$ cat src/sv/bmp_rle_pkg.sv
// ----------------------------------------------------------------------------
// bmp_rle_pkg
// shared types and constants of the bmp rle8 / rle4 span decoder
// ----------------------------------------------------------------------------
package bmp_rle_pkg;

    localparam int COORD_BITS_DEFAULT = 16;

    localparam int CFG_INDEX_BITS = 3;
    localparam int CFG_DATA_BITS  = 16;

    localparam logic [CFG_INDEX_BITS-1:0] REG_FOUR_BIT_MODE = 3'd0;
    localparam logic [CFG_INDEX_BITS-1:0] REG_IMAGE_WIDTH   = 3'd1;
    localparam logic [CFG_INDEX_BITS-1:0] REG_IMAGE_HEIGHT  = 3'd2;
    localparam logic [CFG_INDEX_BITS-1:0] REG_BOTTOM_UP     = 3'd3;
    localparam logic [CFG_INDEX_BITS-1:0] REG_START_ODD     = 3'd4;

    localparam logic [7:0] ESC_END_OF_LINE   = 8'd0;
    localparam logic [7:0] ESC_END_OF_BITMAP = 8'd1;
    localparam logic [7:0] ESC_DELTA         = 8'd2;

    localparam logic [3:0] NIBBLE_MASK  = 4'hF;
    localparam logic [7:0] ABS_NIBBLES  = 8'd2;

    localparam logic CMD_BYTE  = 1'b0;
    localparam logic CMD_START = 1'b1;

    typedef enum logic [2:0] {
        PH_COUNT,
        PH_RUN_INDEX,
        PH_ESCAPE,
        PH_DELTA_H,
        PH_DELTA_V,
        PH_ABS,
        PH_PAD,
        PH_DONE
    } phase_t;

endpackage

$ cat src/sv/bmp_rle_span_decoder.sv
// ----------------------------------------------------------------------------
// bmp_rle_span_decoder
// decodes a bmp rle8 / rle4 byte stream into clipped spans of palette indices
// ----------------------------------------------------------------------------
// result path: an accepted input transaction passes through the input register,
// then the result register
// throughput: one input byte per cycle unless a held result stalls it, set by the
// single parse stage that sits between the input register and the result register
// reset: synchronous active-low; parser in count phase, positions and error
// cleared, registers at defaults (bottom_up = 1, others 0)
// ----------------------------------------------------------------------------
module bmp_rle_span_decoder #(
    parameter int COORD_BITS = bmp_rle_pkg::COORD_BITS_DEFAULT
) (
    input  logic                                   aclk,
    input  logic                                   aresetn,
    input  logic                                   cfg_wr_en,
    input  logic [bmp_rle_pkg::CFG_INDEX_BITS-1:0] cfg_index,
    input  logic [bmp_rle_pkg::CFG_DATA_BITS-1:0]  cfg_data,
    input  logic                                   s_tvalid,
    output logic                                   s_tready,
    input  logic [7:0]                             s_tdata,  // data_byte
    input  logic [0:0]                             s_tuser,  // cmd
    output logic                                   m_tvalid,
    input  logic                                   m_tready,
    // image_row, start_col, pixel_count, index_even, index_odd
    output logic [55:0]                            m_tdata,
    // range_error, end_of_image
    output logic [1:0]                             m_tuser
);
    import bmp_rle_pkg::*;

    localparam int POS_BITS = COORD_BITS + 1;
    localparam int CMP_BITS = (POS_BITS > 16) ? POS_BITS : 16;
    localparam logic [15:0] OUT_MASK = (COORD_BITS >= 16) ? 16'hFFFF
                                     : 16'((32'd1 << COORD_BITS) - 32'd1);

    // configuration
    logic        four_bit_mode_reg;
    logic [15:0] image_width_reg;
    logic [15:0] image_height_reg;
    logic        bottom_up_reg;
    logic        start_odd_reg;

    always_ff @(posedge aclk) begin
        if (!aresetn) begin
            four_bit_mode_reg <= 1'b0;
            image_width_reg   <= 16'd0;
            image_height_reg  <= 16'd0;
            bottom_up_reg     <= 1'b1;
            start_odd_reg     <= 1'b0;
        end else if (cfg_wr_en) begin
            case (cfg_index)
                REG_FOUR_BIT_MODE: four_bit_mode_reg <= cfg_data[0];
                REG_IMAGE_WIDTH:   image_width_reg   <= cfg_data;
                REG_IMAGE_HEIGHT:  image_height_reg  <= cfg_data;
                REG_BOTTOM_UP:     bottom_up_reg     <= cfg_data[0];
                REG_START_ODD:     start_odd_reg     <= cfg_data[0];
                default: ;
            endcase
        end
    end

    // input register
    logic       in_valid_reg;
    logic       in_cmd_reg;
    logic [7:0] in_byte_reg;
    logic       advance;
    logic       proc;

    assign advance  = !m_tvalid || m_tready;
    assign s_tready = !in_valid_reg || advance;
    assign proc     = in_valid_reg && advance;

    always_ff @(posedge aclk) begin
        if (!aresetn) begin
            in_valid_reg <= 1'b0;
        end else if (s_tready) begin
            in_valid_reg <= s_tvalid;
        end
        if (s_tready && s_tvalid) begin
            in_cmd_reg  <= s_tuser[0];
            in_byte_reg <= s_tdata;
        end
    end

    // parser state
    phase_t              phase_reg, phase_next;
    logic [7:0]          run_length_reg, run_length_next;
    logic [7:0]          abs_left_reg, abs_left_next;
    logic [POS_BITS-1:0] row_pos_reg, row_pos_next;
    logic [POS_BITS-1:0] col_pos_reg, col_pos_next;
    logic                parity_reg, parity_next;
    logic [7:0]          delta_cols_reg, delta_cols_next;
    logic                err_reg, err_next;

    // result register
    logic        m_valid_reg, m_valid_next;
    logic [15:0] row_out_reg, row_out_next;
    logic [15:0] col_out_reg, col_out_next;
    logic [7:0]  cnt_out_reg, cnt_out_next;
    logic [7:0]  even_out_reg, even_out_next;
    logic [7:0]  odd_out_reg, odd_out_next;
    logic        eoi_out_reg, eoi_out_next;
    logic        err_out_reg;
    logic        load_out;

    // span datapath
    logic [7:0]          b;
    logic [7:0]          abs_n;
    logic [7:0]          span_n;
    logic [7:0]          idx_even;
    logic [7:0]          idx_odd;
    logic [CMP_BITS-1:0] row_ext;
    logic [CMP_BITS-1:0] col_ext;
    logic                in_image;
    logic [15:0]         avail;
    logic [7:0]          span_cnt;
    logic [15:0]         span_row;
    logic [7:0]          col_add;
    logic [7:0]          row_add;
    logic [POS_BITS:0]   col_sum;
    logic [POS_BITS:0]   row_sum;
    logic [POS_BITS-1:0] col_sat;
    logic [POS_BITS-1:0] row_sat;
    logic [7:0]          abs_left_dec;

    assign b        = in_byte_reg;
    assign abs_n    = !four_bit_mode_reg ? 8'd1
                    : ((abs_left_reg >= ABS_NIBBLES) ? ABS_NIBBLES : abs_left_reg);
    assign span_n   = (phase_reg == PH_RUN_INDEX) ? run_length_reg : abs_n;
    assign idx_even = four_bit_mode_reg ? {4'd0, b[7:4]} : b;
    assign idx_odd  = four_bit_mode_reg ? {4'd0, b[3:0] & NIBBLE_MASK} : b;
    assign row_ext  = CMP_BITS'(row_pos_reg);
    assign col_ext  = CMP_BITS'(col_pos_reg);
    assign in_image = (row_ext < CMP_BITS'(image_height_reg))
                   && (col_ext < CMP_BITS'(image_width_reg));
    assign avail    = image_width_reg - col_ext[15:0];
    assign span_cnt = ({8'd0, span_n} < avail) ? span_n : avail[7:0];
    assign span_row = (bottom_up_reg ? (image_height_reg - 16'd1 - row_ext[15:0])
                                     : row_ext[15:0]) & OUT_MASK;

    assign col_add  = (phase_reg == PH_DELTA_V) ? delta_cols_reg : span_n;
    assign row_add  = (phase_reg == PH_ESCAPE) ? 8'd1 : b;
    assign col_sum  = {1'b0, col_pos_reg} + (POS_BITS+1)'(col_add);
    assign row_sum  = {1'b0, row_pos_reg} + (POS_BITS+1)'(row_add);
    assign col_sat  = col_sum[POS_BITS] ? '1 : col_sum[POS_BITS-1:0];
    assign row_sat  = row_sum[POS_BITS] ? '1 : row_sum[POS_BITS-1:0];
    assign abs_left_dec = (abs_left_reg > abs_n) ? (abs_left_reg - abs_n) : 8'd0;

    always_comb begin
        phase_next      = phase_reg;
        run_length_next = run_length_reg;
        abs_left_next   = abs_left_reg;
        row_pos_next    = row_pos_reg;
        col_pos_next    = col_pos_reg;
        parity_next     = parity_reg;
        delta_cols_next = delta_cols_reg;
        err_next        = err_reg;
        load_out        = 1'b0;
        row_out_next    = 16'd0;
        col_out_next    = 16'd0;
        cnt_out_next    = 8'd0;
        even_out_next   = 8'd0;
        odd_out_next    = 8'd0;
        eoi_out_next    = 1'b0;

        if (proc) begin
            if (in_cmd_reg == CMD_START) begin
                phase_next      = PH_COUNT;
                run_length_next = 8'd0;
                abs_left_next   = 8'd0;
                row_pos_next    = '0;
                col_pos_next    = '0;
                parity_next     = start_odd_reg;
                delta_cols_next = 8'd0;
                err_next        = 1'b0;
            end else if (phase_reg != PH_DONE) begin
                parity_next = ~parity_reg;
                case (phase_reg)
                    PH_COUNT: begin
                        if (b == 8'd0) begin
                            phase_next = PH_ESCAPE;
                        end else begin
                            run_length_next = b;
                            phase_next      = PH_RUN_INDEX;
                        end
                    end
                    PH_RUN_INDEX, PH_ABS: begin
                        load_out      = 1'b1;
                        even_out_next = idx_even;
                        odd_out_next  = idx_odd;
                        col_pos_next  = col_sat;
                        if (in_image) begin
                            cnt_out_next = span_cnt;
                            row_out_next = span_row;
                            col_out_next = col_ext[15:0] & OUT_MASK;
                            if (span_cnt != span_n) begin
                                err_next = 1'b1;
                            end
                        end else begin
                            err_next = 1'b1;
                        end
                        if (phase_reg == PH_RUN_INDEX) begin
                            phase_next = PH_COUNT;
                        end else begin
                            abs_left_next = abs_left_dec;
                            if (abs_left_dec == 8'd0) begin
                                phase_next = parity_next ? PH_PAD : PH_COUNT;
                            end
                        end
                    end
                    PH_ESCAPE: begin
                        if (b == ESC_END_OF_LINE) begin
                            col_pos_next = '0;
                            row_pos_next = row_sat;
                            phase_next   = PH_COUNT;
                        end else if (b == ESC_END_OF_BITMAP) begin
                            load_out     = 1'b1;
                            eoi_out_next = 1'b1;
                            phase_next   = PH_DONE;
                        end else if (b == ESC_DELTA) begin
                            phase_next = PH_DELTA_H;
                        end else begin
                            abs_left_next = b;
                            phase_next    = PH_ABS;
                        end
                    end
                    PH_DELTA_H: begin
                        delta_cols_next = b;
                        phase_next      = PH_DELTA_V;
                    end
                    PH_DELTA_V: begin
                        col_pos_next = col_sat;
                        row_pos_next = row_sat;
                        phase_next   = PH_COUNT;
                    end
                    default: begin
                        phase_next = PH_COUNT;
                    end
                endcase
            end
        end

        m_valid_next = m_valid_reg;
        if (advance) begin
            m_valid_next = load_out;
        end
    end

    always_ff @(posedge aclk) begin
        if (!aresetn) begin
            phase_reg      <= PH_COUNT;
            run_length_reg <= 8'd0;
            abs_left_reg   <= 8'd0;
            row_pos_reg    <= '0;
            col_pos_reg    <= '0;
            parity_reg     <= 1'b0;
            delta_cols_reg <= 8'd0;
            err_reg        <= 1'b0;
            m_valid_reg    <= 1'b0;
        end else begin
            phase_reg      <= phase_next;
            run_length_reg <= run_length_next;
            abs_left_reg   <= abs_left_next;
            row_pos_reg    <= row_pos_next;
            col_pos_reg    <= col_pos_next;
            parity_reg     <= parity_next;
            delta_cols_reg <= delta_cols_next;
            err_reg        <= err_next;
            m_valid_reg    <= m_valid_next;
        end
        if (load_out) begin
            row_out_reg  <= row_out_next;
            col_out_reg  <= col_out_next;
            cnt_out_reg  <= cnt_out_next;
            even_out_reg <= even_out_next;
            odd_out_reg  <= odd_out_next;
            eoi_out_reg  <= eoi_out_next;
            err_out_reg  <= err_next;
        end
    end

    assign m_tvalid = m_valid_reg;
    assign m_tdata  = {odd_out_reg, even_out_reg, cnt_out_reg, col_out_reg, row_out_reg};
    assign m_tuser  = {eoi_out_reg, err_out_reg};

    // error stays set until a start transaction
    a_err_sticky: assert property (@(posedge aclk) disable iff (!aresetn)
        err_reg && !(proc && in_cmd_reg == CMD_START) |=> err_reg)
        else $error("error flag dropped without start");

    // end of bitmap holds until a start transaction
    a_done_holds: assert property (@(posedge aclk) disable iff (!aresetn)
        (phase_reg == PH_DONE) && !(proc && in_cmd_reg == CMD_START)
        |=> (phase_reg == PH_DONE))
        else $error("left done phase without start");

    // end-of-bitmap result carries no pixels
    a_eoi_empty: assert property (@(posedge aclk) disable iff (!aresetn)
        m_valid_reg && eoi_out_reg |-> (cnt_out_reg == 8'd0) && (row_out_reg == 16'd0))
        else $error("end of image result with pixels");

    // clipped span never exceeds the image width
    a_cnt_clip: assert property (@(posedge aclk) disable iff (!aresetn)
        m_valid_reg && (cnt_out_reg != 8'd0) |-> ({8'd0, cnt_out_reg} <= image_width_reg))
        else $error("span wider than image");

endmodule

$ cat config.mk
export PLATFORM = sky130hd
export DESIGN_NAME = bmp_rle_span_decoder
export DESIGN_NICKNAME = d
export VERILOG_FILES = /design/src/sv/bmp_rle_pkg.sv /design/src/sv/bmp_rle_span_decoder.sv
export SDC_FILE = /design/constraint.sdc
export NUM_CORES = 1
export LEC_CHECK = 0
export ABC_AREA = 1
export BUFFER_PORTS_ARGS = -buffer_cell sky130_fd_sc_hd__buf_2
export CELL_PAD_IN_SITES_DETAIL_PLACEMENT = 1
export CELL_PAD_IN_SITES_GLOBAL_PLACEMENT = 1
export CORE_MARGIN = 4
export CORE_UTILIZATION = 30
export DETAILED_ROUTE_END_ITERATION = 10
export PLACE_DENSITY_LB_ADDON = 0.2
export SLEW_MARGIN = 20
export SYNTH_ARGS = -nofsm -noshare
export SYNTH_HDL_FRONTEND = slang
export SYNTH_SLANG_ARGS = --single-unit
$ cat constraint.sdc
create_clock -name aclk -period 3.15 [get_ports aclk]
set_clock_uncertainty 0.05 [all_clocks]
set_input_delay 0.1575 -clock aclk [delete_from_list [all_inputs] [get_ports aclk]]
set_output_delay 0.1575 -clock aclk [all_outputs]
set_load 0.005 [all_outputs]
==> key figures <==
Cells and area
  – Share of layout cells above drive strength 1: 0.324
  – Nets: 1874
  – # diodes: 0
  – Multi-input logic area: 6480 um^2
  – Layout area overhead: 41.6%
  – Non-filler instance count after layout: 2211
  – Sequential Area: 3910 um^2
  – Fillers: 4221
  – Core Util, Final: 0.433

Place
  – I/O Buffers: 92
  – Dpl cells: 2095
  – Worst slack, placed: -0.301 ns
  – Post-DP HPWL: 28.5 mm
  – GPL Wtd Cong: 0.869

Detailed routing
  – Via density: 4.85
  – Detailed Route WL: 38.3 mm
  – Via count: 10731
  – Routed len/inst: 17.3 um
  – Residual DRC count: 0
  – Drt initial violations: 434
  – First-pass DRT Iterations: 5
  – Post-route ant nets: 0

Synthesis
  – Synth area leaders: dfxtp_1, edfxtp_1, ha_1, nand2_1, a21oi_1
  – Library cells used by synthesis: 59
  – Mean Syn Cell Area: 7.58 um^2
  – Yosys top cell by area: dfxtp_1
  – Post-synth top cells: nand2_1, inv_1, a21oi_1, nor2_1, o21ai_0
  – Mapped Cells: 1400
  – FFs w/ async S/R, synth: 0
  – Post-synth EDFFs: 63
  – Ys flop type: dfxtp_1
  – #FFs+latches synth: 163
  – Most frequent cell after synthesis: nand2_1
  – Mapped cell area: 10600 um^2
  – Synth Warn #: 0
  – Top cell type's share of synthesized area: 0.189
  – Register area share after synthesis: 0.367

Timing
  – Maximum clock rate: 307 MHz
  – Final setup vio count: 16
  – Final Max Slew Viols: 0
  – Final worst slack: -0.113 ns
  – Fin. Hold Viols: 0
  – Post-layout min period: 3.26 ns
  – RSZ-0062 raised after global routing: yes
  – Worst slew pin tran: 0.893 ns
  – Slew HR: 0.402
  – Part of the cycle the worst path needs: 1.04

Power and ir drop
  – Lkg Pwr: 0.00675 uW
  – Gate power share: 0.235
  – Power Density: 385 nW/um^2
  – Pint: 4050 uW
  – Flop pwr share: 0.392
  – Clk pwr share: 0.373
  – Net switching power figure: 1730 uW
  – VDD IR max: 349 uV
  – Sw Ratio: 0.299
  – Total power: 5780 uW

Hold path
  – Worst Hold Launch: cfg_data[1]
  – Hold Path End: image_height_reg[1]
  – Min-Delay Path Class: in2reg
  – Hold depth: 3

Clocking
  – Worst skew pair latency: 0.45 ns
  – Max H-tree Level: 4
  – CTS tree: done
  – Clock Pin Slew Worst Setup and Hold Paths: 0.07 ns
  – Num CTS Buffers: 17
  – Root buffer cell: clkbuf_16
  – Max clock buf depth: 2
  – CTS sink cnt: 163

Worst setup path
  – Worst Path Required: 3.45 ns
  – R2R depth: 27
  – Reg2reg start: abs_left_reg[7]
  – Setup CP Type: reg2reg
  – Worst Path Arrival: 3.56 ns
  – Setup crit end kind: flop
  – RR Endpoint: phase_reg[0]
  – Setup crit start kind: flop
  – Cell mode on critical path: nand2_2
  – Internal reg-to-reg setup slack: -0.11 ns
  – Crit path largest cell delay: 0.37 ns
  – Critical-path top delay cell: fa_2
  – Maximum fanout along the worst path: 3

Floorplan
  – Die H: 196 um
  – Chip Width: 196 um
  – Starting density of the core: 0.306
  – Die ar.: 38400 um^2
  – Top-level I/O count: 93
  – Row Count: 68
  – Core area: 34700 um^2

Run status
  – Status: finished, violations left
  – Failing checks: negative setup slack

Run
  – Max-Cap Viols: 0

Global route
  – First-pass GRT wire length: 58.4 mm
  – Vias in the first global route: 11186
  – Global-route congestion overflow total: 0
  – Total GRT Usage: 0.192
  – Largest net degree at the start of global routing: 55
  – Antenna violations before repair: 0
-- how the worst max path moves through the flow --
stage,to,cells after the start,startpoint
after floorplan,col_ext[16],22,abs_left_reg[4]
after global placement,err_out_reg,21,image_width_reg[0]
after global routing,phase_reg[2],28,abs_left_reg[7]
after CTS,err_out_reg,22,image_width_reg[0]
after detailed placement,col_ext[16],22,abs_left_reg[6]
final,phase_reg[0],27,abs_left_reg[7]
-- cells in the final DEF (no fill, tap or decap), drive strengths merged, types with 2 or more instances in the layout --
cell           n
clkbuf        24
nand4         23
clkinv         6
a211oi        16
or2            6
and2           2
o21bai         4
xnor2          6
nor2         158
dlygate4sd3   23
a21oi        178
a2111oi        2
o31ai          3
inv          208
nand3         52
dfxtp        100
buf          337
nand2        245
o211ai         7
conb           6
xor2          31
ha            92
nor3          15
a221oi         5
nor4           6
a31oi          2
o221ai         3
edfxtp        63
fa             5
o21ai        116
bufinv         2
-- worst max-delay path, delay by kind of cell (launching register included) --
family | cells | cell delay, ns
adder cells (fa/ha/maj) | 2 | 0.50
AND/OR/NAND/NOR | 16 | 1.32
AO/OA/AOI/OAI | 4 | 0.60
buffers and inverters | 5 | 0.34
flip-flops | 1 | 0.32
-- per-layer routing --
metal  wire length (um)  up-vias  part of all wire  GRT usage
li1                   -     5335                 -          -
met4                892        0             0.023     0.0605
met1              17000     5212              0.44      0.237
met5                  0        -                 0          0
met3               1010       45             0.026     0.0230
met2              19400      139              0.51      0.347
-- power groups by stage --
stage | Combinational (uW) | Sequential (uW) | Clock, uW
after floorplan | 646 | 2310 | 0
after global placement | 1050 | 2310 | 0
after detailed placement | 1070 | 2310 | 0
after CTS | 1180 | 2270 | 2200
after global routing | 1510 | 2270 | 2290
final | 1360 | 2270 | 2150
-- repair_timing --
action                                 CTS  global route
gates cloned                             3             1
pin swaps                               39            83
endpoints found under the hold margin   24             0
gates resized for setup                 63           143
setup endpoints to repair               65            77
hold buffers                            23             0
buffers inserted                        31            28
-- cells by family after synthesis --
group	after synthesis	synth area share
flops	163	0.367
simple gates	508	0.210
buf+inv	252	0.0957
xor+xnor	37	0.0305
compound gates	342	0.178
fa+ha+maj	97	0.118
other cells	1	0.000353
-- area by class of cell --
class | instances | share of cell area
multi-input combinational | 992 | 0.431
sequential | 163 | 0.260
timing repair buffer | 361 | 0.179
inverter | 209 | 0.0524
tap | 455 | 0.0379
clock buffer | 23 | 0.0326
clock inverter | 8 | 0.00658
-- per-stage QoR --
stage | hold WS, ns | instance area [um^2] | TNS [ns]
floorplan | 0.206 | 10700 | 0
global placement | 0.291 | 12900 | -1.81
detailed placement | 0.287 | 12900 | -4.72
CTS | 0.00174 | 14200 | -0.227
global route | 0.0194 | 15000 | -7.02
finish | 0.0168 | 15000 | -0.792
Note: power is estimated with default switching activity, not from simulation.
